[src/rtl/ffca_pkg.sv]
// Shared types, constants and helpers for the first-fit coalescing arena allocator.
package ffca_pkg;

  localparam int MAX_SEGMENTS_DEF = 64;
  localparam int HEADER_BYTES_DEF = 48;
  localparam int ALIGN_BYTES_DEF  = 16;
  localparam int ARENA_BYTES_DEF  = 65536;
  localparam int MIN_SPLIT_BYTES  = 8;
  localparam int ARENA_FLOOR      = 64;
  localparam int ARENA_RESET      = 65536;

  localparam int SZW = 17;
  localparam int OFW = 16;

  localparam logic [1:0] MODE_ALLOC   = 2'd0;
  localparam logic [1:0] MODE_RELEASE = 2'd1;
  localparam logic [1:0] MODE_FLUSH   = 2'd2;

  typedef enum logic [1:0] {
    STAT_OK      = 2'd0,
    STAT_NOSPACE = 2'd1,
    STAT_BADREL  = 2'd2
  } status_e;

  typedef struct packed {
    logic [SZW-1:0] start;
    logic [SZW-1:0] total;
    logic           used;
  } ent_t;

  typedef struct packed {
    status_e        status;
    logic [OFW-1:0] offset;
    logic [SZW-1:0] granted;
  } res_t;

  function automatic logic [SZW-1:0] usable_of(logic [SZW-1:0] total, logic [SZW-1:0] hdr);
    logic [SZW-1:0] r;
    r = (total > hdr) ? total - hdr : '0;
    return r;
  endfunction

endpackage

[src/rtl/ffca_mem.sv]
// Segment table memory: one write port, one registered read port.
module ffca_mem import ffca_pkg::*; #(
  parameter int DEPTH = MAX_SEGMENTS_DEF,
  parameter int AW    = $clog2(MAX_SEGMENTS_DEF)
) (
  input  logic          clk_i,
  input  logic          we_i,
  input  logic [AW-1:0] waddr_i,
  input  ent_t          wdata_i,
  input  logic [AW-1:0] raddr_i,
  output ent_t          rdata_o
);

  ent_t mem_q [DEPTH];
  ent_t rdata_q;

  always_ff @(posedge clk_i) begin
    if (we_i) begin
      mem_q[waddr_i] <= wdata_i;
    end
    rdata_q <= mem_q[raddr_i];
  end

  assign rdata_o = rdata_q;

endmodule

[src/rtl/ffca_ctrl.sv]
// Sequencer: table scan, split with shift-up, release with merge and shift-down, flush.
module ffca_ctrl import ffca_pkg::*; #(
  parameter int MAX_SEGMENTS = MAX_SEGMENTS_DEF,
  parameter int HEADER_BYTES = HEADER_BYTES_DEF,
  parameter int ALIGN_BYTES  = ALIGN_BYTES_DEF,
  parameter int AW           = $clog2(MAX_SEGMENTS_DEF),
  parameter int CW           = $clog2(MAX_SEGMENTS_DEF + 1)
) (
  input  logic           clk_i,
  input  logic           rst_ni,
  input  logic           cfg_init_i,
  input  logic [SZW-1:0] arena_i,
  input  logic           in_go_i,
  input  logic [1:0]     mode_i,
  input  logic [SZW-1:0] req_i,
  input  logic [OFW-1:0] roff_i,
  output logic           idle_o,
  output logic           res_valid_o,
  input  logic           res_ready_i,
  output res_t           res_o,
  output logic           we_o,
  output logic [AW-1:0]  waddr_o,
  output ent_t           wdata_o,
  output logic [AW-1:0]  raddr_o,
  input  ent_t           rdata_i
);

  localparam int RSH = 24;
  localparam int NW  = SZW + 1;
  localparam logic [RSH:0] RECIP = (RSH+1)'(((1 << RSH) + ALIGN_BYTES - 1) / ALIGN_BYTES);
  localparam logic [SZW-1:0] HDR = SZW'(HEADER_BYTES);
  localparam logic [NW:0] SPLIT_OVH = (NW+1)'(HEADER_BYTES + MIN_SPLIT_BYTES);
  localparam logic [CW-1:0] CNT_MAX = CW'(MAX_SEGMENTS);
  localparam logic [CW-1:0] CNT_ONE = CW'(1);
  localparam logic [CW-1:0] CNT_TWO = CW'(2);

  localparam logic [3:0] S_IDLE  = 4'd0;
  localparam logic [3:0] S_DIV1  = 4'd1;
  localparam logic [3:0] S_DIV2  = 4'd2;
  localparam logic [3:0] S_CHK   = 4'd3;
  localparam logic [3:0] S_UP    = 4'd4;
  localparam logic [3:0] S_INS_A = 4'd5;
  localparam logic [3:0] S_INS_B = 4'd6;
  localparam logic [3:0] S_R_NX  = 4'd7;
  localparam logic [3:0] S_R_PV  = 4'd8;
  localparam logic [3:0] S_R_FIX = 4'd9;
  localparam logic [3:0] S_DN    = 4'd10;
  localparam logic [3:0] S_DONE  = 4'd11;

  logic [3:0]     state_q, state_d;
  logic [1:0]     mode_q, mode_d;
  logic [SZW-1:0] req_q, req_d;
  logic [OFW-1:0] roff_q, roff_d;
  logic [NW-1:0]  quo_q, quo_d;
  logic [NW-1:0]  alloc_q, alloc_d;
  logic [CW-1:0]  i_q, i_d, f_q, f_d, j_q, j_d, cnt_q, cnt_d, k_q, k_d;
  logic           init_q, init_d, rdz_q;
  ent_t           cur_q, cur_d, nx_q, nx_d, pv_q, pv_d;
  logic           nxf_q, nxf_d, pvf_q, pvf_d;
  res_t           res_q, res_d;

  ent_t           e;
  logic [NW-1:0]  num;
  logic [NW+RSH:0] prod;
  logic [NW+6:0]  back;
  logic [SZW-1:0] use_e;
  logic [SZW-1:0] head;
  logic           hit;
  logic           split;
  logic [CW-1:0]  i_nx, j_nx, f_nx, f_pv;

  assign e = (init_q && rdz_q) ? '{start: '0, total: arena_i, used: 1'b0} : rdata_i;
  assign num   = NW'(req_q) + NW'(ALIGN_BYTES - 1);
  assign prod  = (NW+RSH+1)'(num) * (NW+RSH+1)'(RECIP);
  assign back  = (NW+7)'(quo_q) * (NW+7)'(ALIGN_BYTES);
  assign use_e = usable_of(e.total, HDR);
  assign head  = HDR + SZW'(alloc_q);
  assign i_nx  = i_q + CNT_ONE;
  assign j_nx  = j_q + CNT_ONE;
  assign f_nx  = f_q + CNT_ONE;
  assign f_pv  = f_q - CNT_ONE;
  assign hit   = (mode_q == MODE_ALLOC) ? (!e.used && use_e >= req_q)
                                        : (e.used && e.start == {1'b0, roff_q});
  assign split = ((NW+1)'(alloc_q) + SPLIT_OVH <= (NW+1)'(use_e)) && (cnt_q < CNT_MAX);

  always_comb begin
    state_d = state_q;
    mode_d  = mode_q;
    req_d   = req_q;
    roff_d  = roff_q;
    quo_d   = quo_q;
    alloc_d = alloc_q;
    i_d     = i_q;
    f_d     = f_q;
    j_d     = j_q;
    k_d     = k_q;
    cnt_d   = cnt_q;
    init_d  = init_q;
    cur_d   = cur_q;
    nx_d    = nx_q;
    pv_d    = pv_q;
    nxf_d   = nxf_q;
    pvf_d   = pvf_q;
    res_d   = res_q;
    we_o    = 1'b0;
    waddr_o = '0;
    wdata_o = '0;
    raddr_o = '0;
    idle_o  = 1'b0;
    res_valid_o = 1'b0;

    case (state_q)
      S_IDLE: begin
        idle_o = 1'b1;
        if (cfg_init_i) begin
          init_d = 1'b1;
          cnt_d  = CNT_ONE;
        end
        if (in_go_i) begin
          mode_d = mode_i;
          req_d  = req_i;
          roff_d = roff_i;
          i_d    = '0;
          case (mode_i)
            MODE_ALLOC: state_d = S_DIV1;
            MODE_RELEASE: state_d = S_CHK;
            MODE_FLUSH: begin
              init_d  = 1'b1;
              cnt_d   = CNT_ONE;
              res_d   = '{status: STAT_OK, offset: '0, granted: usable_of(arena_i, HDR)};
              state_d = S_DONE;
            end
            default: begin
              res_d   = '{status: STAT_OK, offset: '0, granted: '0};
              state_d = S_DONE;
            end
          endcase
        end
      end
      S_DIV1: begin
        quo_d   = prod[RSH +: NW];
        state_d = S_DIV2;
      end
      S_DIV2: begin
        alloc_d = (back > (NW+7)'(num)) ? NW'(back - (NW+7)'(ALIGN_BYTES)) : NW'(back);
        state_d = S_CHK;
      end
      S_CHK: begin
        if (hit) begin
          f_d   = i_q;
          cur_d = e;
          if (mode_q == MODE_ALLOC) begin
            if (split) begin
              if (i_nx < cnt_q) begin
                raddr_o = AW'(cnt_q - CNT_ONE);
                j_d     = cnt_q - CNT_ONE;
                state_d = S_UP;
              end else begin
                state_d = S_INS_A;
              end
            end else begin
              we_o    = 1'b1;
              waddr_o = i_q[AW-1:0];
              wdata_o = '{start: e.start, total: e.total, used: 1'b1};
              res_d   = '{status: STAT_OK, offset: e.start[OFW-1:0], granted: use_e};
              state_d = S_DONE;
            end
          end else begin
            if (i_nx < cnt_q) begin
              raddr_o = i_nx[AW-1:0];
              state_d = S_R_NX;
            end else begin
              nxf_d = 1'b0;
              if (i_q != '0) begin
                raddr_o = AW'(i_q - CNT_ONE);
                state_d = S_R_PV;
              end else begin
                pvf_d   = 1'b0;
                state_d = S_R_FIX;
              end
            end
          end
        end else if (i_nx < cnt_q) begin
          raddr_o = i_nx[AW-1:0];
          i_d     = i_nx;
        end else begin
          if (mode_q == MODE_ALLOC) begin
            res_d = '{status: STAT_NOSPACE, offset: '0, granted: '0};
          end else begin
            res_d = '{status: STAT_BADREL, offset: roff_q, granted: '0};
          end
          state_d = S_DONE;
        end
      end
      S_UP: begin
        we_o    = 1'b1;
        waddr_o = j_nx[AW-1:0];
        wdata_o = e;
        if (j_q > f_nx) begin
          raddr_o = AW'(j_q - CNT_ONE);
          j_d     = j_q - CNT_ONE;
        end else begin
          state_d = S_INS_A;
        end
      end
      S_INS_A: begin
        we_o    = 1'b1;
        waddr_o = f_nx[AW-1:0];
        wdata_o = '{start: cur_q.start + head, total: cur_q.total - head, used: 1'b0};
        state_d = S_INS_B;
      end
      S_INS_B: begin
        we_o    = 1'b1;
        waddr_o = f_q[AW-1:0];
        wdata_o = '{start: cur_q.start, total: head, used: 1'b1};
        cnt_d   = cnt_q + CNT_ONE;
        res_d   = '{status: STAT_OK, offset: cur_q.start[OFW-1:0], granted: SZW'(alloc_q)};
        state_d = S_DONE;
      end
      S_R_NX: begin
        nx_d  = e;
        nxf_d = !e.used;
        if (f_q != '0) begin
          raddr_o = f_pv[AW-1:0];
          state_d = S_R_PV;
        end else begin
          pvf_d   = 1'b0;
          state_d = S_R_FIX;
        end
      end
      S_R_PV: begin
        pv_d    = e;
        pvf_d   = !e.used;
        state_d = S_R_FIX;
      end
      S_R_FIX: begin
        res_d = '{status: STAT_OK, offset: roff_q, granted: '0};
        we_o  = 1'b1;
        if (!pvf_q) begin
          waddr_o = f_q[AW-1:0];
          wdata_o = '{start: cur_q.start,
                      total: nxf_q ? cur_q.total + nx_q.total : cur_q.total,
                      used: 1'b0};
          k_d = CNT_ONE;
          j_d = f_q + CNT_TWO;
        end else begin
          waddr_o = f_pv[AW-1:0];
          wdata_o = '{start: pv_q.start,
                      total: nxf_q ? pv_q.total + cur_q.total + nx_q.total
                                   : pv_q.total + cur_q.total,
                      used: 1'b0};
          k_d = nxf_q ? CNT_TWO : CNT_ONE;
          j_d = nxf_q ? f_q + CNT_TWO : f_nx;
        end
        if (!pvf_q && !nxf_q) begin
          state_d = S_DONE;
        end else if (j_d < cnt_q) begin
          raddr_o = j_d[AW-1:0];
          state_d = S_DN;
        end else begin
          cnt_d   = cnt_q - k_d;
          state_d = S_DONE;
        end
      end
      S_DN: begin
        we_o    = 1'b1;
        waddr_o = AW'(j_q - k_q);
        wdata_o = e;
        if (j_nx < cnt_q) begin
          raddr_o = j_nx[AW-1:0];
          j_d     = j_nx;
        end else begin
          cnt_d   = cnt_q - k_q;
          state_d = S_DONE;
        end
      end
      S_DONE: begin
        res_valid_o = 1'b1;
        if (res_ready_i) begin
          state_d = S_IDLE;
        end
      end
      default: state_d = S_IDLE;
    endcase

    if (we_o && waddr_o == '0) begin
      init_d = 1'b0;
    end
  end

  assign res_o = res_q;

  always_ff @(posedge clk_i or negedge rst_ni) begin
    if (!rst_ni) begin
      state_q <= S_IDLE;
      cnt_q   <= CNT_ONE;
      init_q  <= 1'b1;
      rdz_q   <= 1'b0;
    end else begin
      state_q <= state_d;
      cnt_q   <= cnt_d;
      init_q  <= init_d;
      rdz_q   <= (raddr_o == '0);
    end
  end

  always_ff @(posedge clk_i) begin
    mode_q  <= mode_d;
    req_q   <= req_d;
    roff_q  <= roff_d;
    quo_q   <= quo_d;
    alloc_q <= alloc_d;
    i_q     <= i_d;
    f_q     <= f_d;
    j_q     <= j_d;
    k_q     <= k_d;
    cur_q   <= cur_d;
    nx_q    <= nx_d;
    pv_q    <= pv_d;
    nxf_q   <= nxf_d;
    pvf_q   <= pvf_d;
    res_q   <= res_d;
  end

endmodule

[src/rtl/first_fit_coalescing_arena_allocator.sv]
// Top level: arena size register, sequencer, segment memory and result register.
//
//   channel  direction  handshake              payload
//   in       input      in_valid_i/in_stall_o  mode_i, request_bytes_i, release_offset_i
//   out      output     out_valid_o/out_stall_i status_o, segment_offset_o, granted_bytes_o
//   cfg      input      cfg_we_i               cfg_wdata_i (arena size)
//
// Allocate: rounds the request up to the alignment, scans the table; a split shifts later
// entries up and writes two entries. Release: scans, reads neighbours, writes the freed
// segment merged with free neighbours, shifting entries down. Flush, unused modes: no scan.
// Reset leaves one free segment spanning the arena; no clearing pass is needed.
// A new item is taken while a result waits in the output register.
module first_fit_coalescing_arena_allocator import ffca_pkg::*; #(
  parameter int MAX_SEGMENTS = MAX_SEGMENTS_DEF,
  parameter int HEADER_BYTES = HEADER_BYTES_DEF,
  parameter int ALIGN_BYTES  = ALIGN_BYTES_DEF,
  parameter int ARENA_BYTES  = ARENA_BYTES_DEF
) (
  input  logic           clk_i,
  input  logic           rst_ni,
  input  logic           cfg_we_i,
  input  logic [SZW-1:0] cfg_wdata_i,
  input  logic           in_valid_i,
  output logic           in_stall_o,
  input  logic [1:0]     mode_i,
  input  logic [SZW-1:0] request_bytes_i,
  input  logic [OFW-1:0] release_offset_i,
  output logic           out_valid_o,
  input  logic           out_stall_i,
  output logic [1:0]     status_o,
  output logic [OFW-1:0] segment_offset_o,
  output logic [SZW-1:0] granted_bytes_o
);

  localparam int AW = $clog2(MAX_SEGMENTS);
  localparam int CW = $clog2(MAX_SEGMENTS + 1);
  localparam int RESET_ARENA = (ARENA_RESET > ARENA_BYTES) ? ARENA_BYTES : ARENA_RESET;

  logic [SZW-1:0] arena_q, arena_d;
  logic           ovalid_q;
  res_t           out_q;
  logic           idle;
  logic           in_go;
  logic           res_valid;
  logic           res_ready;
  res_t           res;
  logic           we;
  logic [AW-1:0]  waddr, raddr;
  ent_t           wdata, rdata;

  always_comb begin
    arena_d = cfg_wdata_i;
    if (32'(cfg_wdata_i) < 32'(ARENA_FLOOR)) begin
      arena_d = SZW'(ARENA_FLOOR);
    end else if (32'(cfg_wdata_i) > 32'(ARENA_BYTES)) begin
      arena_d = SZW'(ARENA_BYTES);
    end
  end

  assign in_stall_o = !idle;
  assign in_go      = in_valid_i && idle;
  assign res_ready  = !ovalid_q || !out_stall_i;

  always_ff @(posedge clk_i or negedge rst_ni) begin
    if (!rst_ni) begin
      arena_q  <= SZW'(RESET_ARENA);
      ovalid_q <= 1'b0;
    end else begin
      if (cfg_we_i) begin
        arena_q <= arena_d;
      end
      if (res_ready) begin
        ovalid_q <= res_valid;
      end
    end
  end

  always_ff @(posedge clk_i) begin
    if (res_ready && res_valid) begin
      out_q <= res;
    end
  end

  assign out_valid_o      = ovalid_q;
  assign status_o         = out_q.status;
  assign segment_offset_o = out_q.offset;
  assign granted_bytes_o  = out_q.granted;

  ffca_ctrl #(
    .MAX_SEGMENTS (MAX_SEGMENTS),
    .HEADER_BYTES (HEADER_BYTES),
    .ALIGN_BYTES  (ALIGN_BYTES),
    .AW           (AW),
    .CW           (CW)
  ) u_ctrl (
    .clk_i       (clk_i),
    .rst_ni      (rst_ni),
    .cfg_init_i  (cfg_we_i),
    .arena_i     (arena_q),
    .in_go_i     (in_go),
    .mode_i      (mode_i),
    .req_i       (request_bytes_i),
    .roff_i      (release_offset_i),
    .idle_o      (idle),
    .res_valid_o (res_valid),
    .res_ready_i (res_ready),
    .res_o       (res),
    .we_o        (we),
    .waddr_o     (waddr),
    .wdata_o     (wdata),
    .raddr_o     (raddr),
    .rdata_i     (rdata)
  );

  ffca_mem #(
    .DEPTH (MAX_SEGMENTS),
    .AW    (AW)
  ) u_mem (
    .clk_i   (clk_i),
    .we_i    (we),
    .waddr_i (waddr),
    .wdata_i (wdata),
    .raddr_i (raddr),
    .rdata_o (rdata)
  );

endmodule
[config.mk]
export PLATFORM = sky130hd
export DESIGN_NAME = first_fit_coalescing_arena_allocator
export DESIGN_NICKNAME = d
export VERILOG_FILES = /design/src/rtl/ffca_pkg.sv /design/src/rtl/ffca_mem.sv /design/src/rtl/ffca_ctrl.sv /design/src/rtl/first_fit_coalescing_arena_allocator.sv
export SDC_FILE = /design/constraint.sdc
export NUM_CORES = 2
export LEC_CHECK = 0
export BUFFER_PORTS_ARGS = -buffer_cell sky130_fd_sc_hd__buf_2
export CAP_MARGIN = 20
export CELL_PAD_IN_SITES_DETAIL_PLACEMENT = 2
export CELL_PAD_IN_SITES_GLOBAL_PLACEMENT = 2
export CORE_MARGIN = 8
export CORE_UTILIZATION = 35
export DETAILED_ROUTE_END_ITERATION = 8
export GPL_ROUTABILITY_DRIVEN = 0
export GPL_TIMING_DRIVEN = 0
export PLACE_DENSITY = 0.62
export SKIP_LAST_GASP = 1
export SYNTH_ARGS = -nofsm -noshare
export SYNTH_HDL_FRONTEND = slang
export SYNTH_SLANG_ARGS = --single-unit
[constraint.sdc]
create_clock -name clk_i -period 12 [get_ports clk_i]
set_input_delay 1.2 -clock clk_i [delete_from_list [all_inputs] [get_ports clk_i]]
set_output_delay 1.2 -clock clk_i [all_outputs]
set_load 0.005 [all_outputs]
==> run metrics <==
M1 GR Usage 42.4%; gr busiest metal met2; share of Yosys cell area claimed by the top area cell type 69.4%; # rows about 200; Worst-Margin Slew about 1.4 ns; Mapped Cells 7760; H-tree depth 5; Area Overhead vs Synth 19.9%; Post-Place Setup Slack -0.325 ns; Crit Path Category flop to flop; Peak VDD IR between 100 and 150 uV; vias in the first global route 83100; max-cap violation count 0; Commonest cells post-synth 2483 x edfxtp_1, 1331 x nand2_1, 606 x a21oi_1, 322 x mux2i_1, 282 x nand3_1; largest net degree at the start of global routing 65; number of synthesized flops with an enable pin 2483; GRT met2 Usage just over 50%; Relative slew margins 5.61%; total grt overflow 0; Seq/Total Area, Yosys 70.8%; fraction of layout cells with a size suffix above 1 14.4%; Worst Hold Class flop to flop; WP data arrival roughly 12 ns; asr flop ratio synth between 1 and 1.5%; Yosys top cell by area edfxtp_1; DRC violations left 0; Crit path buffers/inverters 11; DR iter-0 viols 13900; Pwr per Cell Area 311 nW/um2; Yosys cell types 93; mapped cell area about 110000 um2; placed cells 12200; Clock Pin Slew Worst Setup and Hold Paths 0.06 ns; cts hold-fix bufs 0; Hold Path Depth 0; Clk Latency, worst-skew pair 0.97 ns; CP most frequent cell buf_2; post-DP HPWL roughly 420 mm; Clock Path Buffers 4; initial antenna violation count 93; Final setup viols 0; Hold Crit Start u_ctrl.res_o[0]$_DFFE_PP_; Fin. Hold Viols 0; Leak 43.5 nW; Synth Net Count between 7000 and 8000; core footprint 306000 um2; CTS root buffer clkbuf_16; Worst Path Required about 13 ns; post-synthesis register bit count 2549; CP endpoint kind flop; reg2reg setup slack around 0.25 ns; Die W 570 um; antenna viol nets, final 0; worst reg-to-reg path cell count 31; Vias per Instance about 6.5; CP startpoint kind flop; Final Max Tran Viols 0; Port Buffers 92; Max FO, Critical Path 11; clk sink count 2549; first-pass GRT wire length 756 mm; Area contributors post-synth edfxtp_1 69%, nand2_1 4.7%, mux2i_1 3.0%; RSZ-0062 raised after global routing false; Final min period around 12 ns; Worst path max stage delay 0.83 ns; top-count cell post-synth edfxtp_1; final wirelength between 500 and 600 mm; via count 82800; crit share post-route between 90% and 100%; Initial Util 35.2%; Hold Crit Endpoint granted_bytes_o[0]$_DFFE_PP_; slowest CP cell nor4_1; ys flop type edfxtp_1; R2R Path Start u_ctrl.rdz_q$_DFF_PN0_; Non-Filler Instances 12800; Finished Core Util roughly 42%; syn_area_per_cell 13.8 um2; total global-route track usage 34.3%; status complete, no violations; family with the most delay on the worst path buffers and inverters; Setup WS post-layout 0.251 ns; met3 usage 10.0%; Total Neg Setup Slack 0 ns; Routed WL per cell approximately 45 um; Die ar. around 320000 um2; CTS tree yes; I/O pins 94; Power, Total 40.1 mW; total CTS buffers 295; Worst Skew 0.0828 ns; reg2reg end u_mem.rdata_o[16]$_DFF_P_; 1st-pass router iterations 6; # nets final 8675; die height 570 um; Synth Warn # 0; Peak Freq 85.1 MHz
==> routing by layer <==
layer	part of all wire, %	wire length [um]
met3	12	70100
met1	36	209000
met4	8.4	48800
met2	43	250000
met5	0.053	304
==> layout make-up <==
cell class,instances,area (um2)
flip-flops and latches,2549,76000
clock inverters,144,1240
well taps,4100,5130
diodes,41,103
plain buffers,460,2220
clock buffers,377,7840
inverters,166,624
multi-input cells,4584,29600
fillers,29800,177000
repair buffers,390,5990
==> where the power goes <==
group	switching, mW	leakage (nW)	internal (mW)
sequential	0.356	23.5	11.8
combinational	14.8	15.5	4.35
clock	3.93	4.40	4.90
total	19.1	43.5	21.0
==> per-stage QoR <==
step	hold WS [ns]	area, um2
3_5_place_dp	0.408	119000
2_1_floorplan	0.400	107000
5_1_grt	0.429	129000
3_3_place_gp	0.401	113000
4_1_cts	0.404	129000
6_report	0.422	129000
==> worst max-delay path by stage <==
stage	startpoint	end	cells after the start
final	u_ctrl.rdz_q$_DFF_PN0_	u_mem.rdata_o[16]$_DFF_P_	31
after global routing	u_ctrl.rdz_q$_DFF_PN0_	u_mem.rdata_o[16]$_DFF_P_	31
after CTS	u_ctrl.rdz_q$_DFF_PN0_	u_mem.rdata_o[25]$_DFF_P_	30
after detailed placement	u_ctrl.rdz_q$_DFF_PN0_	u_mem.rdata_o[26]$_DFF_P_	32
after global placement	u_ctrl.rdz_q$_DFF_PN0_	u_mem.mem_q[0][4]$_DFFE_PP_	25
after floorplan	u_ctrl.rdz_q$_DFF_PN0_	u_mem.mem_q[0][0]$_DFFE_PP_	27
==> repair_timing <==
action	in CTS	in global routing
endpoints found under the hold margin	0	0
pin swaps	0	1
setup endpoints to repair	9	58
resized for setup	3	12
buffers inserted	0	2
==> registers in the layout, indices dropped and copies added (netlist names), 34 cells and up <==
| signal | flops |
|---|---|
| u_ctrl.cur_q | 34 |
| u_mem.mem_q | 2240 |
| u_ctrl.res_o | 35 |
| u_mem.rdata_o | 35 |
| u_ctrl.pv_q | 34 |
==> cells in the final DEF, fill, tap and decap left out, types with 28 or more instances in the layout <==
master / netlist / final
nor4_1: 43 / 41
dfxtp_1: 35 / 35
buf_12: 0 / 136
clkinv_1: 1 / 72
o22ai_1: 31 / 31
buf_2: 220 / 332
buf_4: 39 / 66
a21oi_1: 606 / 606
xor2_1: 61 / 61
o21ai_0: 158 / 143
a22oi_1: 186 / 186
inv_1: 165 / 165
xnor2_1: 114 / 114
mux2i_1: 322 / 322
dfrtp_1: 28 / 28
a221oi_1: 232 / 232
and3_1: 101 / 98
a211oi_1: 50 / 50
ha_1: 165 / 165
buf_1: 49 / 41
nand3_1: 282 / 282
nor2_4: 1 / 66
a21o_1: 38 / 38
diode_2: 0 / 41
nor2_1: 226 / 159
buf_8: 0 / 46
edfxtp_1: 2483 / 2483
mux4_2: 39 / 39
buf_16: 0 / 61
nor3_1: 58 / 51
nand4_1: 37 / 37
clkbuf_16: 0 / 301
clkbuf_1: 146 / 213
nand2_1: 1331 / 1320
a31oi_1: 79 / 79
clkinv_2: 0 / 32
==> kinds of logic after synthesis <==
group | synth area share, %
DFF | 70.8
AOI/OAI and AO/OA | 10.3
muxes | 3.87
buffers and inverters | 2.63
xor gates and xnor gates | 1.43
adders and majority gates | 2.05
and+or+nand+nor | 8.91
Power figures use the tool's default switching activity.
